$ cat src/hdl/mobom_pkg.sv
// Shared constants for the Mobius, Liouville and big omega classifier.
`default_nettype none

package mobom_pkg;

    localparam int unsigned COUNT_MAX_INT = 31;
    localparam int unsigned TOTAL_EXT_W   = 7;
    localparam logic [4:0]  COUNT_MAX     = 5'd31;

    localparam logic signed [1:0] SIGNED2_PLUS  = 2'sb01;
    localparam logic signed [1:0] SIGNED2_MINUS = 2'sb11;
    localparam logic signed [1:0] SIGNED2_ZERO  = 2'sb00;

endpackage

`default_nettype wire

$ cat src/hdl/mobom_div.sv
// Restoring divider that produces one quotient bit per clock cycle.
`default_nettype none

module mobom_div #(
    parameter int WIDTH = 32
) (
    input  wire logic             i_clk,
    input  wire logic             i_rst_n,
    input  wire logic             i_start,
    input  wire logic [WIDTH-1:0] i_dividend,
    input  wire logic [WIDTH-1:0] i_divisor,
    output logic                  o_done,
    output logic [WIDTH-1:0]      o_quotient,
    output logic [WIDTH-1:0]      o_remainder
);

    localparam int CNT_W = (WIDTH > 1) ? $clog2(WIDTH) : 1;

    logic             r_busy;
    logic             r_done;
    logic [CNT_W-1:0] r_cnt;
    logic [WIDTH-1:0] r_rem;
    logic [WIDTH-1:0] r_quo;

    logic [WIDTH:0]   w_shift;
    logic [WIDTH:0]   w_diff;
    logic             w_ge;

    assign w_shift = {r_rem, r_quo[WIDTH-1]};
    assign w_diff  = w_shift - {1'b0, i_divisor};
    assign w_ge    = ~w_diff[WIDTH];

    always_ff @(posedge i_clk) begin
        if (!i_rst_n) begin
            r_busy <= 1'b0;
            r_done <= 1'b0;
        end else begin
            r_done <= 1'b0;
            if (i_start) begin
                r_busy <= 1'b1;
            end else if (r_busy && (r_cnt == '0)) begin
                r_busy <= 1'b0;
                r_done <= 1'b1;
            end
        end
    end

    always_ff @(posedge i_clk) begin
        if (i_start) begin
            r_rem <= '0;
            r_quo <= i_dividend;
            r_cnt <= CNT_W'(WIDTH - 1);
        end else if (r_busy) begin
            r_rem <= w_ge ? w_diff[WIDTH-1:0] : w_shift[WIDTH-1:0];
            r_quo <= {r_quo[WIDTH-2:0], w_ge};
            r_cnt <= r_cnt - 1'b1;
        end
    end

    assign o_done      = r_done;
    assign o_quotient  = r_quo;
    assign o_remainder = r_rem;

endmodule

`default_nettype wire

$ cat src/hdl/mobius_and_omega_by_trial_division_core.sv
// Top level: trial-division sequencer around a shared bit-serial divider.
//
// One number is classified at a time. An input transfer happens when start
// is high and busy is low; busy then stays high until the result appears.
// The result is on o_factor_count, o_mobius_value and o_liouville_value for
// exactly one cycle while o_valid is high, and the receiver cannot stall it.
// Every trial divisor costs one division in the shared divider, plus one
// more for each time it divides the cofactor. The divisors tried are 2 and
// then every odd number up to the square root of the remaining cofactor, so
// a 32-bit prime takes roughly 32768 divisions, while numbers built only
// from small primes finish after a few dozen divisions, and zero, one, two
// and three after a single one.
`default_nettype none

module mobius_and_omega_by_trial_division_core #(
    parameter int NUMBER_WIDTH = 32
) (
    input  wire logic                    i_clk,
    input  wire logic                    i_rst_n,
    input  wire logic                    start,
    output logic                         busy,
    input  wire logic [NUMBER_WIDTH-1:0] i_number,
    output logic                         o_valid,
    output logic [4:0]                   o_factor_count,
    output logic signed [1:0]            o_mobius_value,
    output logic signed [1:0]            o_liouville_value
);

    import mobom_pkg::*;

    localparam int CNT_W = $clog2(NUMBER_WIDTH + 1);

    typedef enum logic {
        S_IDLE,
        S_DIV
    } t_state_e;

    t_state_e                r_state;
    logic                    r_div_start;
    logic                    r_valid;
    logic [4:0]              r_count;
    logic signed [1:0]       r_mobius;
    logic signed [1:0]       r_liouville;

    logic [NUMBER_WIDTH-1:0] r_rest;
    logic [NUMBER_WIDTH-1:0] r_d;
    logic [CNT_W-1:0]        r_total;
    logic                    r_dist_odd;
    logic                    r_square;
    logic                    r_in_run;

    logic                    w_div_done;
    logic [NUMBER_WIDTH-1:0] w_quo;
    logic [NUMBER_WIDTH-1:0] w_rem;
    logic                    w_rem_zero;
    logic [NUMBER_WIDTH-1:0] w_d_next;
    logic                    w_last_prime;
    logic [CNT_W-1:0]        w_total_fin;
    logic                    w_dist_fin;
    logic [TOTAL_EXT_W-1:0]  w_total_ext;
    logic [4:0]              w_count_sat;

    mobom_div #(
        .WIDTH(NUMBER_WIDTH)
    ) u_div (
        .i_clk      (i_clk),
        .i_rst_n    (i_rst_n),
        .i_start    (r_div_start),
        .i_dividend (r_rest),
        .i_divisor  (r_d),
        .o_done     (w_div_done),
        .o_quotient (w_quo),
        .o_remainder(w_rem)
    );

    assign w_rem_zero   = (w_rem == '0);
    assign w_d_next     = (r_d == NUMBER_WIDTH'(2)) ? NUMBER_WIDTH'(3)
                                                    : r_d + NUMBER_WIDTH'(2);
    assign w_last_prime = (r_rest > NUMBER_WIDTH'(1));
    assign w_total_fin  = r_total + CNT_W'(w_last_prime);
    assign w_dist_fin   = r_dist_odd ^ w_last_prime;
    assign w_total_ext  = TOTAL_EXT_W'(w_total_fin);
    assign w_count_sat  = (w_total_ext > TOTAL_EXT_W'(COUNT_MAX_INT)) ? COUNT_MAX
                                                                     : w_total_ext[4:0];

    always_ff @(posedge i_clk) begin
        if (!i_rst_n) begin
            r_state     <= S_IDLE;
            r_div_start <= 1'b0;
            r_valid     <= 1'b0;
        end else begin
            r_div_start <= 1'b0;
            r_valid     <= 1'b0;
            unique case (r_state)
                S_IDLE: begin
                    if (start) begin
                        r_rest      <= i_number;
                        r_d         <= NUMBER_WIDTH'(2);
                        r_total     <= '0;
                        r_dist_odd  <= 1'b0;
                        r_square    <= 1'b0;
                        r_in_run    <= 1'b0;
                        r_div_start <= 1'b1;
                        r_state     <= S_DIV;
                    end
                end
                S_DIV: begin
                    if (w_div_done) begin
                        if (r_in_run) begin
                            if (w_rem_zero) begin
                                r_rest   <= w_quo;
                                r_total  <= r_total + 1'b1;
                                r_square <= 1'b1;
                            end else begin
                                r_in_run <= 1'b0;
                                r_d      <= w_d_next;
                            end
                            r_div_start <= 1'b1;
                        end else if (r_d > w_quo) begin
                            r_count     <= w_count_sat;
                            r_mobius    <= r_square ? SIGNED2_ZERO
                                         : (w_dist_fin ? SIGNED2_MINUS : SIGNED2_PLUS);
                            r_liouville <= w_total_fin[0] ? SIGNED2_MINUS : SIGNED2_PLUS;
                            r_valid     <= 1'b1;
                            r_state     <= S_IDLE;
                        end else begin
                            if (w_rem_zero) begin
                                r_rest     <= w_quo;
                                r_total    <= r_total + 1'b1;
                                r_dist_odd <= ~r_dist_odd;
                                r_in_run   <= 1'b1;
                            end else begin
                                r_d <= w_d_next;
                            end
                            r_div_start <= 1'b1;
                        end
                    end
                end
                default: begin
                    r_state <= S_IDLE;
                end
            endcase
        end
    end

    assign busy              = (r_state != S_IDLE);
    assign o_valid           = r_valid;
    assign o_factor_count    = r_count;
    assign o_mobius_value    = r_mobius;
    assign o_liouville_value = r_liouville;

endmodule

`default_nettype wire

$ cat config.mk
export PLATFORM = sky130hd
export DESIGN_NAME = mobius_and_omega_by_trial_division_core
export DESIGN_NICKNAME = d
export VERILOG_FILES = /design/src/hdl/mobom_pkg.sv /design/src/hdl/mobom_div.sv /design/src/hdl/mobius_and_omega_by_trial_division_core.sv
export SDC_FILE = /design/constraint.sdc
export NUM_CORES = 1
export LEC_CHECK = 0
export BUFFER_PORTS_ARGS = -buffer_cell sky130_fd_sc_hd__buf_2
export CAP_MARGIN = 15
export CELL_PAD_IN_SITES_DETAIL_PLACEMENT = 0
export CELL_PAD_IN_SITES_GLOBAL_PLACEMENT = 2
export CORE_MARGIN = 5
export CORE_UTILIZATION = 35
export DETAILED_ROUTE_END_ITERATION = 6
export PLACE_DENSITY = 0.76
export SLEW_MARGIN = 20
export SYNTH_ARGS = -nofsm -noshare
export SYNTH_HDL_FRONTEND = slang
export SYNTH_SLANG_ARGS = --single-unit
$ cat constraint.sdc
create_clock -name i_clk -period 3.84 [get_ports i_clk]
set_input_delay 0.384 -clock i_clk [delete_from_list [all_inputs] [get_ports i_clk]]
set_output_delay 0.384 -clock i_clk [all_outputs]
set_load 0.01 [all_outputs]
==> impl_metrics.py <==
metrics = {
    "clock_network": {
        "h-tree-depth": 4,
        "cts_root_buf": "clkbuf_16",
        "max-clock-path-buffers": 2,
        "cts.sinks": 155,
        "path_clk_slew_ps": 70,
        "post_cts_resize_count": 0,
        "cts_tree": "built",
        "cts-buffers-inserted": 17,
        "post_cts_buffers": 0,
        "hold_buffers": 0,
        "insertion_delay_ps": 420,
    },
    "power": {
        "power.density_nw_per_um2": 496,
        "p_total_mw": 5.48,
        "p_clk_share_pct": 29.7,
        "ir_drop_uv": 239,
        "internal-power_mw": 3.63,
        "power_frac_comb_pct": 30.9,
        "p_leak_nw": 4.26,
        "power_switching_mw": 1.84,
        "switching_share_pct": 33.7,
        "seqPwrFrac_pct": 39.4,
    },
    "die": {
        "die_area_um2": 31200,
        "dieWidth_um": 177,
        "io_pins": 46,
        "core_area_um2": 27600,
        "start_util_pct": 35.2,
        "row_count": 61,
        "die_h_um": 177,
    },
    "setup_path": {
        "reg2reg_slack_ps": 510,
        "endpoint_kind": "flip-flop",
        "setup.worst_path.start_class": "flip-flop",
        "worst_r2r_endpoint": "u_div.o_remainder[6]",
        "timing.rr.start": "r_d[0]",
        "critPathKind": "flip-flop to flip-flop",
        "rr_worst_depth": 12,
        "worstPathMaxFanout": 14,
        "crit_arrival_ps": 3620,
        "cp.required_ps": 4130,
    },
    "global_route": {
        "grt_max_degree": 62,
        "antenna_found_initial": 0,
        "grt_pass1_vias": 7138,
        "grt_pass1_wl_um": 39200,
        "overflow": 0,
        "grt_use_total_pct": 15.8,
    },
    "layout": {
        "diodes": 0,
        "fin_area_um2": 11000,
        "layout.nets": 1153,
        "area_delta_synth_final_pct": 13.8,
        "final_cell_mix": "edfxtp_1 (113), nand2_1 (89), nor2_1 (84)",
        "layout-drive-gt1-share_pct": 14.5,
        "postLayoutCoreUtil_pct": 40.1,
        "final_common_cell": "edfxtp_1",
    },
    "min_path": {
        "min_delay_path_depth": 2,
        "hp-class": "input port to flip-flop",
        "holdPathEnd": "u_div.r_busy",
        "hp-start": "i_rst_n",
    },
    "yosys": {
        "synth_nets": 1103,
        "synth_edf_count": 113,
        "synthDistinctLibCells": 70,
        "avgSynthCellArea_um2": 9.72,
        "syn-cell-area_um2": 9700,
        "synth_seq_cells": 155,
        "syn_inst": 998,
        "ys.flop_type": "edfxtp_1",
        "yosysSeqAreaShare_pct": 43.6,
        "async_flop_share_pct": 0,
        "ys_warn_count": 0,
    },
    "sta": {
        "worst_slew_pin_slew_ps": 915,
        "slew_headroom_pct": 38.3,
        "hold_viol_final": 0,
        "maxSlewViolCount": 0,
        "period_needed_ps": 3330,
        "period_share_pct": 86.8,
        "setup_viol": 0,
        "hold_ws_ps": 246,
        "fmax_mhz": 300,
        "final.setup.tns_ps": 0,
        "rsz0062_at_grt": "false",
        "fin_skew_ps": 12.9,
    },
    "routing": {
        "drtAntennaViolNets": 0,
        "vias": 7323,
        "drt_wl_total_um": 24500,
        "dr.pass1.iters": 5,
        "wl_per_cell_um": 17.0,
        "vias_per_cell": 5.09,
        "drt_iter0_markers": 548,
        "drc": 0,
    },
    "placement": {
        "io_buffers": 44,
        "hpwl_um": 18200,
        "place_congestion": 0.783,
        "postPlaceCellArea_um2": 10500,
    },
    "job": {
        "drv_cap": 0,
    },
    "run_status": {
        "status": "completed",
    },
}
layer usage:
layer / track usage, % / vias up / share of wire, %
met5: 0 / - / 0
met4: 3.19 / 0 / 1.0
met3: 2.61 / 13 / 3.3
met2: 25.4 / 127 / 46
met1: 22.5 / 3452 / 50
li1: - / 3731 / -
how the worst max path moves through the flow:
| stage | from | endpoint | slack, ps | cells past startpoint |
|---|---|---|---|---|
| 2_1_floorplan | r_d[30] | r_d[0] | 530 | 8 |
| 3_3_place_gp | r_d[0] | u_div.o_remainder[6] | 310 | 12 |
| 3_5_place_dp | r_d[0] | u_div.o_remainder[19] | 250 | 12 |
| 4_1_cts | r_d[0] | u_div.o_remainder[6] | 260 | 12 |
| 5_1_grt | u_div.o_quotient[31] | u_div.o_remainder[17] | 240 | 13 |
| 6_report | r_d[0] | u_div.o_remainder[6] | 510 | 12 |
Yosys cell counts, types with 3 or more instances:
| cell | number | area, µm² |
|---|---|---|
| ha_1 | 69 | 863 |
| a21o_1 | 21 | 158 |
| a21boi_0 | 3 | 22.5 |
| a21oi_1 | 47 | 235 |
| nand2b_1 | 12 | 75.1 |
| o21a_1 | 12 | 90.1 |
| buf_4 | 3 | 22.5 |
| o31ai_1 | 5 | 37.5 |
| o211ai_1 | 5 | 37.5 |
| o21bai_1 | 5 | 37.5 |
| mux2i_1 | 23 | 230 |
| o21ai_0 | 58 | 290 |
| buf_2 | 4 | 20.0 |
| clkbuf_1 | 29 | 109 |
| xor2_1 | 20 | 175 |
| o21ai_1 | 14 | 70.1 |
| buf_1 | 4 | 15.0 |
| nor4_1 | 25 | 156 |
| mux2_2 | 34 | 383 |
| nand3_1 | 24 | 120 |
| o41ai_1 | 3 | 26.3 |
| inv_1 | 74 | 278 |
| nor2b_1 | 5 | 31.3 |
| nor2_1 | 84 | 315 |
| edfxtp_1 | 113 | 3390 |
| or3_1 | 5 | 31.3 |
| a31oi_1 | 3 | 18.8 |
| nand2_1 | 89 | 334 |
| a2bb2oi_1 | 7 | 61.3 |
| nor3_1 | 13 | 65.1 |
| and3_1 | 7 | 43.8 |
| dfxtp_1 | 42 | 841 |
| and2_1 | 4 | 25.0 |
| nand4_1 | 29 | 181 |
| a211oi_1 | 17 | 128 |
| xnor2_1 | 43 | 377 |
area by class of cell:
cell class | count | area [µm²]
Inverter | 77 | 289
Multi-Input combinational cell | 725 | 5030
Fill cell | 2701 | 16500
Clock inverter | 15 | 138
Clock buffer | 17 | 425
Timing Repair Buffer | 72 | 455
Tap cell | 378 | 473
Sequential cell | 155 | 4240
per-stage QoR:
| stage | instances | setup slack (ps) |
|---|---|---|
| after global placement | 1406 | 305 |
| after CTS | 1438 | 260 |
| after detailed placement | 1406 | 251 |
| after global routing | 1439 | 244 |
| final | 1439 | 505 |
| after floorplan | 998 | 529 |
critical path: stages, from the launching register on:
cell      delay (ps)
edfxtp_1         410
ha_1             250
fa_1             400
nor2b_1          160
o31a_1           180
o31a_2           180
o21ai_2          100
a21oi_4          230
a21oi_4          120
xnor2_4          600
buf_4            270
mux2i_1          190
a211oi_1          90
power by group through the flow:
stage          registers [mW]  logic [mW]  clock network (mW)
2_1_floorplan            2.14        1.32                   0
3_3_place_gp             2.19        1.69                   0
3_5_place_dp             2.19        1.68                   0
4_1_cts                  2.16        1.69                1.67
5_1_grt                  2.18        1.90                1.74
6_report                 2.16        1.69                1.63
kinds of logic after synthesis:
logic type,Yosys count,synth area share (%)
compound gates,222,14.7
other cells,1,0.0386
mux,57,6.32
buf+inv,119,4.93
simple gates,310,15.4
xor+xnor,64,5.97
fa+ha+maj,70,9.10
flops,155,43.6
state kept, by name (all words and copies together) (netlist names):
signal and flops:
r_d 32, r_rest 32, u_div.o_quotient 32, u_div.o_remainder 32, r_total 6, o_factor_count 5
u_div.r_cnt 5, o_mobius_value 2, busy 1, o_liouville_value 1, o_valid 1, r_dist_odd 1
r_div_start 1, r_in_run 1, r_square 1, u_div.o_done 1, u_div.r_busy 1
Note: power is estimated with default switching activity, not from simulation.
